--- src/rtl/core/lkvc_pkg.sv ---
// ----------------------------------------------------------------------------
// LRU key-value cache package
// Shared widths, codes, defaults and the sequencer state type.
// ----------------------------------------------------------------------------
package lkvc_pkg;

  // Payload widths fixed by the item format.
  localparam int KEY_W  = 32;
  localparam int VAL_W  = 32;
  localparam int CAP_W  = 5;
  localparam int MODE_W = 1;

  // Default table depth.
  localparam int DEFAULT_MAX_ENTRIES = 16;

  // Capacity register value after reset.
  localparam logic [CAP_W-1:0] CAP_RESET = 5'd16;

  // Operation codes carried in tuser.
  localparam logic [MODE_W-1:0] MODE_LOOKUP = 1'b0;
  localparam logic [MODE_W-1:0] MODE_STORE  = 1'b1;

  // Sequencer states.
  typedef enum logic [2:0] {
    ST_IDLE,
    ST_SCAN,
    ST_DECIDE,
    ST_UPDATE,
    ST_FINISH
  } lkvc_state_t;

endpackage

--- src/rtl/core/lkvc_ram.sv ---
// ----------------------------------------------------------------------------
// Generic simple dual-port RAM
// One write port and one read port, read data registered.
// ----------------------------------------------------------------------------
module lkvc_ram #(
  parameter int WIDTH = 32,
  parameter int DEPTH = 16
) (
  input  logic                     clk,
  input  logic                     we,
  input  logic [$clog2(DEPTH)-1:0] waddr,
  input  logic [WIDTH-1:0]         wdata,
  input  logic [$clog2(DEPTH)-1:0] raddr,
  output logic [WIDTH-1:0]         rdata
);

  logic [WIDTH-1:0] mem [DEPTH];

  // Write port.
  always_ff @(posedge clk) begin
    if (we) begin
      mem[waddr] <= wdata;
    end
  end

  // Registered read port.
  always_ff @(posedge clk) begin
    rdata <= mem[raddr];
  end

endmodule

--- src/rtl/core/lru_key_value_cache_top.sv ---
// ----------------------------------------------------------------------------
// LRU key-value cache, fully associative
// Holds up to MAX_ENTRIES key/value pairs with least-recently-used replacement.
//
// Usage:
//   The input stream carries one lookup or store per beat: tuser is the mode
//   (0 lookup, 1 store), tdata holds the key in bits 31:0 and the value in
//   bits 63:32. A lookup gives one output beat: tuser is the hit flag and
//   tdata the stored value, or zero on a miss. A store gives no output beat.
//   The cfg channel writes the capacity (entries in use before eviction).
//   Every beat is handled by one sequencer that sweeps the entry memories one
//   entry per cycle: a compare sweep finds the key, the oldest entry and a
//   free slot, then a rank sweep (skipped on a lookup miss) ages the entries
//   younger than the target, or all of them when a free slot is filled.
//   The lookup result is loaded into the output register in the finish state.
//   The input is not ready while an item is being worked on. Reset empties the
//   table and sets the capacity to 16. A stalled output beat holds; the next
//   item can be accepted meanwhile, and a second lookup result waits in the
//   finish state until the output register is free.
// ----------------------------------------------------------------------------
module lru_key_value_cache_top #(
  parameter int MAX_ENTRIES = lkvc_pkg::DEFAULT_MAX_ENTRIES
) (
  input  logic                                   clk,
  input  logic                                   rst,
  // Input beat: tdata fields from bit 0 up: key, value.
  input  logic                                   s_axis_tvalid,
  output logic                                   s_axis_tready,
  input  logic [lkvc_pkg::KEY_W+lkvc_pkg::VAL_W-1:0] s_axis_tdata,
  // tuser = mode.
  input  logic [lkvc_pkg::MODE_W-1:0]            s_axis_tuser,
  // Output beat: tdata = read_value.
  output logic                                   m_axis_tvalid,
  input  logic                                   m_axis_tready,
  output logic [lkvc_pkg::VAL_W-1:0]             m_axis_tdata,
  // tuser = hit.
  output logic                                   m_axis_tuser,
  // Capacity write channel.
  input  logic                                   cfg_valid,
  output logic                                   cfg_ready,
  input  logic [lkvc_pkg::CAP_W-1:0]             cfg_data
);

  import lkvc_pkg::*;

  localparam int IDX_W  = $clog2(MAX_ENTRIES);
  localparam int RANK_W = IDX_W;
  localparam int CNT_W  = $clog2(MAX_ENTRIES + 1);
  localparam int CMP_W  = (CNT_W > CAP_W) ? CNT_W : CAP_W;

  // Sequencer and control state.
  lkvc_state_t state, state_next;
  logic [CNT_W-1:0]       cnt;
  logic                   chk_vld;
  logic [IDX_W-1:0]       chk_idx;
  logic [MAX_ENTRIES-1:0] entry_valid;
  logic [CNT_W-1:0]       entry_count;
  logic [CAP_W-1:0]       capacity;

  // Latched item.
  logic [MODE_W-1:0] mode_q;
  logic [KEY_W-1:0]  key_q;
  logic [VAL_W-1:0]  value_q;

  // Scan results.
  logic              found;
  logic [IDX_W-1:0]  hit_idx;
  logic [RANK_W-1:0] hit_rank;
  logic [VAL_W-1:0]  hit_val;
  logic              lru_found;
  logic [IDX_W-1:0]  lru_idx;
  logic [RANK_W-1:0] lru_rank;
  logic              free_found;
  logic [IDX_W-1:0]  free_idx;

  // Decision for the rank sweep and the final write.
  logic              do_update;
  logic [IDX_W-1:0]  tgt_idx;
  logic [RANK_W-1:0] thr_rank;
  logic              age_all;
  logic              new_entry;

  // Memory ports.
  logic [KEY_W-1:0]  key_rd;
  logic [VAL_W-1:0]  val_rd;
  logic [RANK_W-1:0] rank_rd;
  logic              kv_we;
  logic              rank_we;
  logic [RANK_W-1:0] rank_wdata;
  logic [IDX_W-1:0]  rd_addr;

  // Combinational helpers.
  logic             issue;
  logic             sweep_end;
  logic             chk_valid;
  logic             key_match;
  logic [CMP_W-1:0] eff_cap;
  logic             table_full;
  logic             finish_go;

  assign cfg_ready = 1'b1;
  assign rd_addr   = cnt[IDX_W-1:0];
  assign issue     = cnt < CNT_W'(MAX_ENTRIES);
  assign sweep_end = cnt == CNT_W'(MAX_ENTRIES);
  assign chk_valid = entry_valid[chk_idx];
  assign key_match = chk_valid && (key_rd == key_q);

  // Capacity clamped to 1..MAX_ENTRIES.
  always_comb begin
    if (capacity == '0) begin
      eff_cap = CMP_W'(1);
    end else if (CMP_W'(capacity) > CMP_W'(MAX_ENTRIES)) begin
      eff_cap = CMP_W'(MAX_ENTRIES);
    end else begin
      eff_cap = CMP_W'(capacity);
    end
  end
  assign table_full = CMP_W'(entry_count) >= eff_cap;

  // Entry memories.
  lkvc_ram #(.WIDTH(KEY_W), .DEPTH(MAX_ENTRIES)) u_key_ram (
    .clk   (clk),
    .we    (kv_we),
    .waddr (tgt_idx),
    .wdata (key_q),
    .raddr (rd_addr),
    .rdata (key_rd)
  );

  lkvc_ram #(.WIDTH(VAL_W), .DEPTH(MAX_ENTRIES)) u_val_ram (
    .clk   (clk),
    .we    (kv_we),
    .waddr (tgt_idx),
    .wdata (value_q),
    .raddr (rd_addr),
    .rdata (val_rd)
  );

  lkvc_ram #(.WIDTH(RANK_W), .DEPTH(MAX_ENTRIES)) u_rank_ram (
    .clk   (clk),
    .we    (rank_we),
    .waddr (chk_idx),
    .wdata (rank_wdata),
    .raddr (rd_addr),
    .rdata (rank_rd)
  );

  // New rank of the entry coming out of the memory during the rank sweep.
  always_comb begin
    if (chk_idx == tgt_idx) begin
      rank_wdata = '0;
    end else if (age_all || (rank_rd < thr_rank)) begin
      rank_wdata = rank_rd + RANK_W'(1);
    end else begin
      rank_wdata = rank_rd;
    end
  end

  // Next state and sequencer outputs.
  always_comb begin
    state_next    = state;
    s_axis_tready = 1'b0;
    rank_we       = 1'b0;
    kv_we         = 1'b0;
    finish_go     = 1'b0;
    unique case (state)
      ST_IDLE: begin
        s_axis_tready = 1'b1;
        if (s_axis_tvalid) begin
          state_next = ST_SCAN;
        end
      end
      ST_SCAN: begin
        if (sweep_end) begin
          state_next = ST_DECIDE;
        end
      end
      ST_DECIDE: begin
        if (mode_q == MODE_LOOKUP && !found) begin
          state_next = ST_FINISH;
        end else begin
          state_next = ST_UPDATE;
        end
      end
      ST_UPDATE: begin
        rank_we = chk_vld && (chk_valid || chk_idx == tgt_idx);
        if (sweep_end) begin
          state_next = ST_FINISH;
        end
      end
      ST_FINISH: begin
        finish_go = (mode_q == MODE_STORE) || !m_axis_tvalid || m_axis_tready;
        kv_we     = mode_q == MODE_STORE;
        if (finish_go) begin
          state_next = ST_IDLE;
        end
      end
      default: begin
        state_next = ST_IDLE;
      end
    endcase
  end

  // State register.
  always_ff @(posedge clk) begin
    if (rst) begin
      state <= ST_IDLE;
    end else begin
      state <= state_next;
    end
  end

  // Sweep counter and the pipelined read address.
  always_ff @(posedge clk) begin
    if (rst) begin
      cnt     <= '0;
      chk_vld <= 1'b0;
    end else begin
      if (state == ST_IDLE || state == ST_DECIDE) begin
        cnt     <= '0;
        chk_vld <= 1'b0;
      end else if ((state == ST_SCAN || state == ST_UPDATE) && issue) begin
        cnt     <= cnt + CNT_W'(1);
        chk_vld <= 1'b1;
      end else begin
        chk_vld <= 1'b0;
      end
    end
    chk_idx <= rd_addr;
  end

  // Capacity register.
  always_ff @(posedge clk) begin
    if (rst) begin
      capacity <= CAP_RESET;
    end else if (cfg_valid && cfg_ready) begin
      capacity <= cfg_data;
    end
  end

  // Item latch.
  always_ff @(posedge clk) begin
    if (s_axis_tvalid && s_axis_tready) begin
      mode_q  <= s_axis_tuser;
      key_q   <= s_axis_tdata[KEY_W-1:0];
      value_q <= s_axis_tdata[KEY_W+VAL_W-1:KEY_W];
    end
  end

  // Compare sweep: first matching key, oldest valid entry, first free slot.
  always_ff @(posedge clk) begin
    if (rst) begin
      found      <= 1'b0;
      lru_found  <= 1'b0;
      free_found <= 1'b0;
    end else if (state == ST_IDLE) begin
      found      <= 1'b0;
      lru_found  <= 1'b0;
      free_found <= 1'b0;
    end else if (state == ST_SCAN && chk_vld) begin
      if (key_match && !found) begin
        found    <= 1'b1;
        hit_idx  <= chk_idx;
        hit_rank <= rank_rd;
        hit_val  <= val_rd;
      end
      if (chk_valid && (!lru_found || rank_rd > lru_rank)) begin
        lru_found <= 1'b1;
        lru_idx   <= chk_idx;
        lru_rank  <= rank_rd;
      end
      if (!chk_valid && !free_found) begin
        free_found <= 1'b1;
        free_idx   <= chk_idx;
      end
    end
  end

  // Pick the entry to promote, replace or fill.
  always_ff @(posedge clk) begin
    if (rst) begin
      do_update <= 1'b0;
      age_all   <= 1'b0;
      new_entry <= 1'b0;
    end else if (state == ST_DECIDE) begin
      do_update <= found || mode_q == MODE_STORE;
      if (found) begin
        tgt_idx   <= hit_idx;
        thr_rank  <= hit_rank;
        age_all   <= 1'b0;
        new_entry <= 1'b0;
      end else if (table_full) begin
        tgt_idx   <= lru_idx;
        thr_rank  <= lru_rank;
        age_all   <= 1'b0;
        new_entry <= 1'b0;
      end else begin
        tgt_idx   <= free_idx;
        thr_rank  <= '0;
        age_all   <= 1'b1;
        new_entry <= mode_q == MODE_STORE;
      end
    end
  end

  // Valid bits and entry count.
  always_ff @(posedge clk) begin
    if (rst) begin
      entry_valid <= '0;
      entry_count <= '0;
    end else if (state == ST_FINISH && finish_go && new_entry) begin
      entry_valid[tgt_idx] <= 1'b1;
      entry_count          <= entry_count + CNT_W'(1);
    end
  end

  // Output register: loaded by a finished lookup, cleared when taken.
  always_ff @(posedge clk) begin
    if (rst) begin
      m_axis_tvalid <= 1'b0;
    end else if (state == ST_FINISH && finish_go && mode_q == MODE_LOOKUP) begin
      m_axis_tvalid <= 1'b1;
    end else if (m_axis_tready) begin
      m_axis_tvalid <= 1'b0;
    end
  end

  always_ff @(posedge clk) begin
    if (state == ST_FINISH && finish_go && mode_q == MODE_LOOKUP) begin
      m_axis_tuser <= found;
      m_axis_tdata <= found ? hit_val : '0;
    end
  end

  // The count always matches the number of valid entries.
  a_count_matches_valid: assert property (@(posedge clk) disable iff (rst)
    $countones(entry_valid) == 32'(entry_count))
    else $error("entry count differs from valid bits");

  // A store of a new key into a table that is not full always finds a free slot.
  a_free_slot_exists: assert property (@(posedge clk) disable iff (rst)
    (state == ST_DECIDE && mode_q == MODE_STORE && !found && !table_full) |=> new_entry)
    else $error("no free slot for a new entry");

  // A full table always has an oldest entry to evict.
  a_lru_exists: assert property (@(posedge clk) disable iff (rst)
    (state == ST_DECIDE && !found && table_full) |-> lru_found)
    else $error("table full but no oldest entry found");

  // A new output beat only follows a finished lookup.
  a_result_source: assert property (@(posedge clk) disable iff (rst)
    $rose(m_axis_tvalid) |-> $past(state == ST_FINISH && mode_q == MODE_LOOKUP))
    else $error("output beat without a lookup");

  // A lookup miss skips the rank sweep.
  a_miss_no_update: assert property (@(posedge clk) disable iff (rst)
    (state == ST_UPDATE) |-> do_update)
    else $error("rank sweep without a target");

endmodule
--- config.mk ---
export PLATFORM = sky130hd
export DESIGN_NAME = lru_key_value_cache_top
export DESIGN_NICKNAME = d
export VERILOG_FILES = /design/src/rtl/core/lkvc_pkg.sv /design/src/rtl/core/lkvc_ram.sv /design/src/rtl/core/lru_key_value_cache_top.sv
export SDC_FILE = /design/constraint.sdc
export NUM_CORES = 1
export LEC_CHECK = 0
export ABC_CLOCK_PERIOD_IN_PS = 6390
export BUFFER_PORTS_ARGS = -buffer_cell sky130_fd_sc_hd__clkbuf_2
export CORE_MARGIN = 2
export CORE_UTILIZATION = 47
export CTS_CLUSTER_DIAMETER = 60
export DETAILED_ROUTE_END_ITERATION = 8
export PLACE_DENSITY = 0.64
export SYNTH_ARGS = -nofsm -noshare
export SYNTH_HDL_FRONTEND = slang
export SYNTH_SLANG_ARGS = --single-unit
--- constraint.sdc ---
create_clock -name clk -period 6.39 [get_ports clk]
set_input_delay 0.639 -clock clk [delete_from_list [all_inputs] [get_ports clk]]
set_output_delay 0.639 -clock clk [all_outputs]
set_load 0.1 [all_outputs]
==> Word-level counts from Yosys, hierarchy flattened <==
Memory sizes are Yosys's and may differ from the RTL's. A register that Yosys moved wholly into a read port is not among the register bits.
Cells that the tools add are included.
Widths: inputs -> output; s select.
{ "word_totals": {"input_bits": 75, "mem_bits_rw": 1088, "out_inout_bits": 36, "register_bits": 203, "memories": 3, "elab_cells": 126} }
{ "op_classes": {"n_mux": 33, "eq_ne": 11, "order_cmp": 8, "n_bitwise": 4, "add_sub_neg": 3, "n_reduce_logical": 38} }
{ "mem_list": {"columns": ["memory", "words", "word_bits", "read_ports", "rd_ports_with_merged_regs", "write_ports", "line", "rtl"], "rows": [
  ["u_key_ram.mem", 16, 32, 1, 1, 1, "lkvc_ram.sv:17", "logic [WIDTH-1:0] mem [DEPTH];"],
  ["u_val_ram.mem", 16, 32, 1, 1, 1, "lkvc_ram.sv:17", null],
  ["u_rank_ram.mem", 16, 4, 1, 1, 1, "lkvc_ram.sv:17", null]
]} }
{ "ops": {"columns": ["operator", "count"], "rows": [
  ["$eq 32x32->1", 1],
  ["$mux 4", 6],
  ["$mux 1", 17],
  ["$or 16x16->16", 1],
  ["$reduce_and 4->1", 4],
  ["$mux 3", 5],
  ["$pmux 3 s5", 1],
  ["$logic_and 1x1->1", 13],
  ["$add 5x1->5 const B", 2],
  ["$lt 4x5->1 const B", 2],
  ["$mux 5", 2],
  ["$ne 2x2->1 const B", 4],
  ["$reduce_and 2->1", 4],
  ["$logic_or 1x1->1", 7],
  ["$eq 3x2->1 const B", 2],
  ["$eq 5x5->1 const B", 1],
  ["$ge 5x5->1", 1],
  ["$gt 5x5->1 const B", 1],
  ["$logic_not 1->1", 5],
  ["$logic_not 5->1", 1],
  ["$lt 5x5->1 const B", 1],
  ["$add 4x1->4 const B", 1],
  ["$bmux 1 s4", 1],
  ["$demux 1 s4", 1],
  ["10 further kinds", 13]
]} }

==> Longest topological paths before layout <==
{ "depth": {"depth_word": 7, "depth_mapped": 10, "depth_no_buf": 10} }

==> Modules after synthesis <==
Synthesis repeated with hierarchy kept, for this count alone.
{ "hier_totals": {"hier_cells": 2339, "hier_area_um2": 50221.9} }
{ "by_module_without_submodules": {"columns": ["mod", "cells_each", "area_each_um2", "instances", "seq_area_each_um2"], "rows": [
  ["lkvc_ram at u_val_ram", 838, 19854.0, 1, 16015.4],
  ["lkvc_ram at u_key_ram", 838, 19835.3, 1, 16015.4],
  ["lru_key_value_cache_top", 533, 7866.3, 1, 5645.4],
  ["lkvc_ram at u_rank_ram", 130, 2666.3, 1, 2001.9]
]} }

==> Worst setup path before layout <==
No wires, ideal clock.
{ "synth_path": {"path_type": "reg-to-reg", "from": "register state[2]", "to": "memory u_key_ram.mem[3][0] (enable)", "period_less_slack_ns": 5.920, "required_ns": 5.826, "setup_time_ns": 0.564, "slack_ns": 0.470, "n_path_buf": 1, "t_arrival_ns": 5.356, "path_stages_with_launch": 6, "cell_sequence": "dfxtp_1 -> clkbuf_1 -> nand2_1 -> nor2_1 -> nand3_1 -> nor3_1"} }
{ "synth_via": {"elab_chain_cells": 4} }
{ "synth_rtl": {"columns": ["element", "line", "rtl"], "rows": [
  ["start: declaration", "lru_key_value_cache_top.sv:52", "lkvc_state_t state, state_next;"],
  ["start signal: assignment", "lru_key_value_cache_top.sv:209", "state <= state_next;"],
  ["$eq 3x3->1", "lru_key_value_cache_top.sv:166", "unique case (state)"],
  ["$mux 1", "lru_key_value_cache_top.sv:166", null],
  ["$mux 1", "lkvc_ram.sv:21", "if (we) begin"],
  ["$mux 1 (implied by the code)", "lkvc_ram.sv:22", "mem[waddr] <= wdata;"],
  ["end: declaration", "lkvc_ram.sv:17", null]
]} }
Every way passes these cells.

==> Final worst setup path <==
{ "layout_path": {"from": "register state[2]", "to": "memory u_key_ram.mem[15][13] (enable)"} }
The elaborated chain is that of the path after synthesis.

==> metrics list <==
- The flow ran to the end, and the final reports show no timing, DRC or antenna violations.
* Number of buffers on the longest clock path: 3
- Boundary Pins: ~110
* CTS tree: done
* Number of enable-type register cells in the synthesized netlist: about 1200
- Data on the critical path is required at its endpoint by between 6 and 7 ns.
- The first global-routing pass estimated between 100 and 150 mm of wire.
* Endpoint arrival time on the critical path: between 3 and 4 ns
- Layout area overhead: 13.0%
- Total of warnings raised by yosys: 0
* Worst Slack Setup Final: about 2.8 ns
* Maximum clock skew at final layout: ~0.021 ns
- Setup violations remaining at the end of the flow were counted as 0.
- The die is between 300 and 400 um tall.
* Worst-case headroom to the max-slew limit: 0.180
- 0 antenna diodes ended up in the layout.
* Routed len/inst: about 26 um
- Clock sink count: around 1400
* Area of the die: 109000 um^2
- The detailed router finished its first iteration with about 2200 violations.
- Entering global routing, the biggest net connects roughly 120 pins.
- Wires add up to 99.5 mm.
- Across the VDD grid, the largest voltage drop is around 0.22 mV.
- CTS placed an instance of sky130_fd_sc_hd__clkbuf_16 at the clock tree root.
- Total of max-cap violations: 0
- Net count reported at finish: around 2400
* Sequential element share of the synthesized area: 0.790
- The worst setup path is launched from a flop.
* Largest fanout on the critical path: between 40 and 50
* Chip Width: between 300 and 400 um
- H-tree depth: 4
- The total count of hold-check failures in the final report was 0.
- Clock insertion delay at the later pin of the skew report: roughly 0.73 ns
- Setup repair after global routing left no endpoint under its margin.
* Critical path class: reg -> reg
- The total area inside the core boundary comes to 106000 um^2.
* Synthesized net count: between 2000 and 2500
- Share of post-route cells with drive strength above 1: 0.292
- Count of hold buffers inserted by post-cts repair: 0
* Netlist area before placement: 50200 um^2
- At the placement stage, the worst setup path has a slack of 2.78 ns.
* Starting utilization of the core area: 0.476
- Vias post-DR: around 22000
* Upper clock frequency limit: around 280 MHz
- In the synthesized netlist the async set-or-reset flop fraction comes to 0.
- The number of max-slew violations in the final report was 0.
* Transition time at the pin with the least slew margin: 1.22 ns
* Setup fix buffers added after clock tree synthesis: 0
- The count of buffers added on input and output ports is approximately 110.
* Prevailing post-synth register cell: sky130_fd_sc_hd__edfxtp_1
- STA classifies the critical path endpoint as a flop.
- Total clock buffers created by CTS: ~140
* Reg clk slew, reported paths: 0.06 ns
- For this run the aggregate overflow at the end of global routing stands at 0.
- Sum of net half-perimeters after detailed placement: roughly 53 mm
- Cell variety after synth: 54
* Post-cts gate resize count: 0
- Once layout is complete, the utilization of the core stands at 0.538.
* Class of the most critical hold timing path: in -> reg
- Total power for the finished layout comes to around 19 mW.
- TritonRoute pass-1 iters: 7
- The via count of the first global-routing pass was 22935.
* Syn Area/Cell: ~23 um^2
- Of the available clock period, the critical path in the final layout requires 0.562.
- Synthesis handed over a netlist of 2168 instances.
* Post-route minimum period: ~3.6 ns
- Site row count: 119
* Total power density per cell area: roughly 330 nW/um^2
* DRC errors left: 0
- Via density per instance: around 5.7
- In this run the remaining antenna-violating nets after routing total 0.
- Summed over all cells, the static leakage comes to 17.6 nW.
- Total routing resource utilization after global routing: 0.186
- The synthesized design contains ~1400 register bits.
- Initial antenna violation count: 1
- Sum Neg Setup Slack: 0 ns
* Routability congestion estimate from global placement: roughly 0.75
logic make-up (layout without fill, tap and decap cells):
logic type,after synthesis,in the layout,share of synthesized area
AOI/OAI and AO/OA,65,65,0.00797
xor gates and xnor gates,39,39,0.00680
adders and majority gates,16,16,0.00399
buffers and inverters,120,417,0.0136
DFF,1359,1359,0.790
muxes,357,357,0.157
other,1,1,0.0000747
and+or+nand+nor,211,211,0.0206
cells in the mapped netlist, types with 2 or more instances:
| cell | count | area share |
|---|---|---|
| sky130_fd_sc_hd__nand2_1 | 33 | 0.0025 |
| sky130_fd_sc_hd__xor2_1 | 32 | 0.0056 |
| sky130_fd_sc_hd__dfxtp_1 | 113 | 0.045 |
| sky130_fd_sc_hd__buf_1 | 5 | 0.00037 |
| sky130_fd_sc_hd__mux2i_1 | 11 | 0.0022 |
| sky130_fd_sc_hd__nand3b_1 | 2 | 0.00030 |
| sky130_fd_sc_hd__nor3_1 | 16 | 0.0016 |
| sky130_fd_sc_hd__buf_2 | 7 | 0.00070 |
| sky130_fd_sc_hd__a22oi_1 | 4 | 0.00060 |
| sky130_fd_sc_hd__nor2_1 | 83 | 0.0062 |
| sky130_fd_sc_hd__nand2b_1 | 7 | 0.00087 |
| sky130_fd_sc_hd__ha_1 | 16 | 0.0040 |
| sky130_fd_sc_hd__nand3_1 | 5 | 0.00050 |
| sky130_fd_sc_hd__mux2_2 | 2 | 0.00045 |
| sky130_fd_sc_hd__inv_1 | 17 | 0.0013 |
| sky130_fd_sc_hd__o21ai_1 | 2 | 0.00020 |
| sky130_fd_sc_hd__nor4_2 | 2 | 0.00050 |
| sky130_fd_sc_hd__edfxtp_1 | 1246 | 0.75 |
| sky130_fd_sc_hd__buf_6 | 29 | 0.0065 |
| sky130_fd_sc_hd__a21oi_1 | 28 | 0.0028 |
| sky130_fd_sc_hd__and2_1 | 33 | 0.0041 |
| sky130_fd_sc_hd__xnor2_1 | 7 | 0.0012 |
| sky130_fd_sc_hd__nor4_1 | 6 | 0.00075 |
| sky130_fd_sc_hd__nor2b_1 | 6 | 0.00075 |
| sky130_fd_sc_hd__o21ai_0 | 7 | 0.00070 |
| sky130_fd_sc_hd__a21o_1 | 5 | 0.00075 |
| sky130_fd_sc_hd__or3_1 | 4 | 0.00050 |
| sky130_fd_sc_hd__a31oi_1 | 5 | 0.00062 |
| sky130_fd_sc_hd__mux4_2 | 344 | 0.15 |
| sky130_fd_sc_hd__nand4_1 | 8 | 0.0010 |
| sky130_fd_sc_hd__inv_2 | 2 | 0.00015 |
| sky130_fd_sc_hd__o211ai_1 | 2 | 0.00030 |
| sky130_fd_sc_hd__clkbuf_1 | 58 | 0.0043 |
worst paths after layout:
| check | end | startpoint | slack, ns | depth (start not counted) |
|---|---|---|---|---|
| worst min-delay path | value_q[18] | s_axis_tdata[50] | 0.08 | 1 |
| worst min register to register | hit_val[30] | u_val_ram.rdata[30] | 0.40 | 0 |
| worst max register to register | u_key_ram.mem[15][13] | state[2] | 2.80 | 5 |
| worst max-delay path | u_key_ram.mem[15][13] | state[2] | 2.80 | 5 |
state kept, by name, indices dropped and copies added (netlist names), 5 cells and up:
signal and cells:
key_q 32, u_val_ram.rdata 32, u_val_ram.mem 512, value_q 32
entry_valid 16, cnt 5, hit_val 32, entry_count 5
u_key_ram.rdata 32, u_rank_ram.mem 64, u_key_ram.mem 512, m_axis_tdata 32
capacity 5
cell type report:
| type | count | area (um^2) |
|---|---|---|
| timing repair buffer | 143 | 851 |
| sequential | 1359 | 39700 |
| clock inverter | 63 | 537 |
| clock buffer | 191 | 3880 |
| tap | 1391 | 1740 |
| multi-input combinational | 689 | 10000 |
| fill | 7860 | 48800 |
| inverter | 20 | 75.1 |
placed cells by master, fill, tap and decap left out, drive strengths merged, types with 5 or more instances in the layout:
master	count
nand2b	7
nand4	8
buf	34
xnor2	7
dfxtp	113
clkinvlp	5
nor2	83
a21o	5
a21oi	28
bufinv	7
a31oi	5
and2	33
edfxtp	1246
clkinv	44
mux4	344
ha	16
nand2	33
nor4	8
inv	27
nor2b	6
nor3	16
clkbuf	300
nand3	5
o21ai	10
mux2i	11
xor2	32
critical path: stages, from the launching register on:
cell and delay (ns):
sky130_fd_sc_hd__dfxtp_1 0.68, sky130_fd_sc_hd__nand2_1 0.21, sky130_fd_sc_hd__nor2_1 0.36, sky130_fd_sc_hd__nand3_1 0.38, sky130_fd_sc_hd__nor2_4 0.80, sky130_fd_sc_hd__buf_4 0.77
through the flow:
stage                     cells  area, um^2  hold WS (ns)
after detailed placement   3602       52400         0.389
after global placement     3602       52400         0.388
final                      3856       56800        0.0812
after CTS                  3856       56800        0.0258
after global routing       3856       56800        0.0465
after floorplan            2168       50200         0.329
per-layer routing:
layer | wire length (um) | track usage
met5 | 0 | 0
met4 | 1980 | 0.0524
met3 | 5600 | 0.0336
met2 | 50200 | 0.308
met1 | 41700 | 0.256
power breakdown:
group	internal (mW)	switching, mW	total (mW)
sequential	9.96	0.263	10.2
clock	4.54	3.24	7.78
combinational	0.369	0.404	0.773
Note: power is estimated with default switching activity, not from simulation.
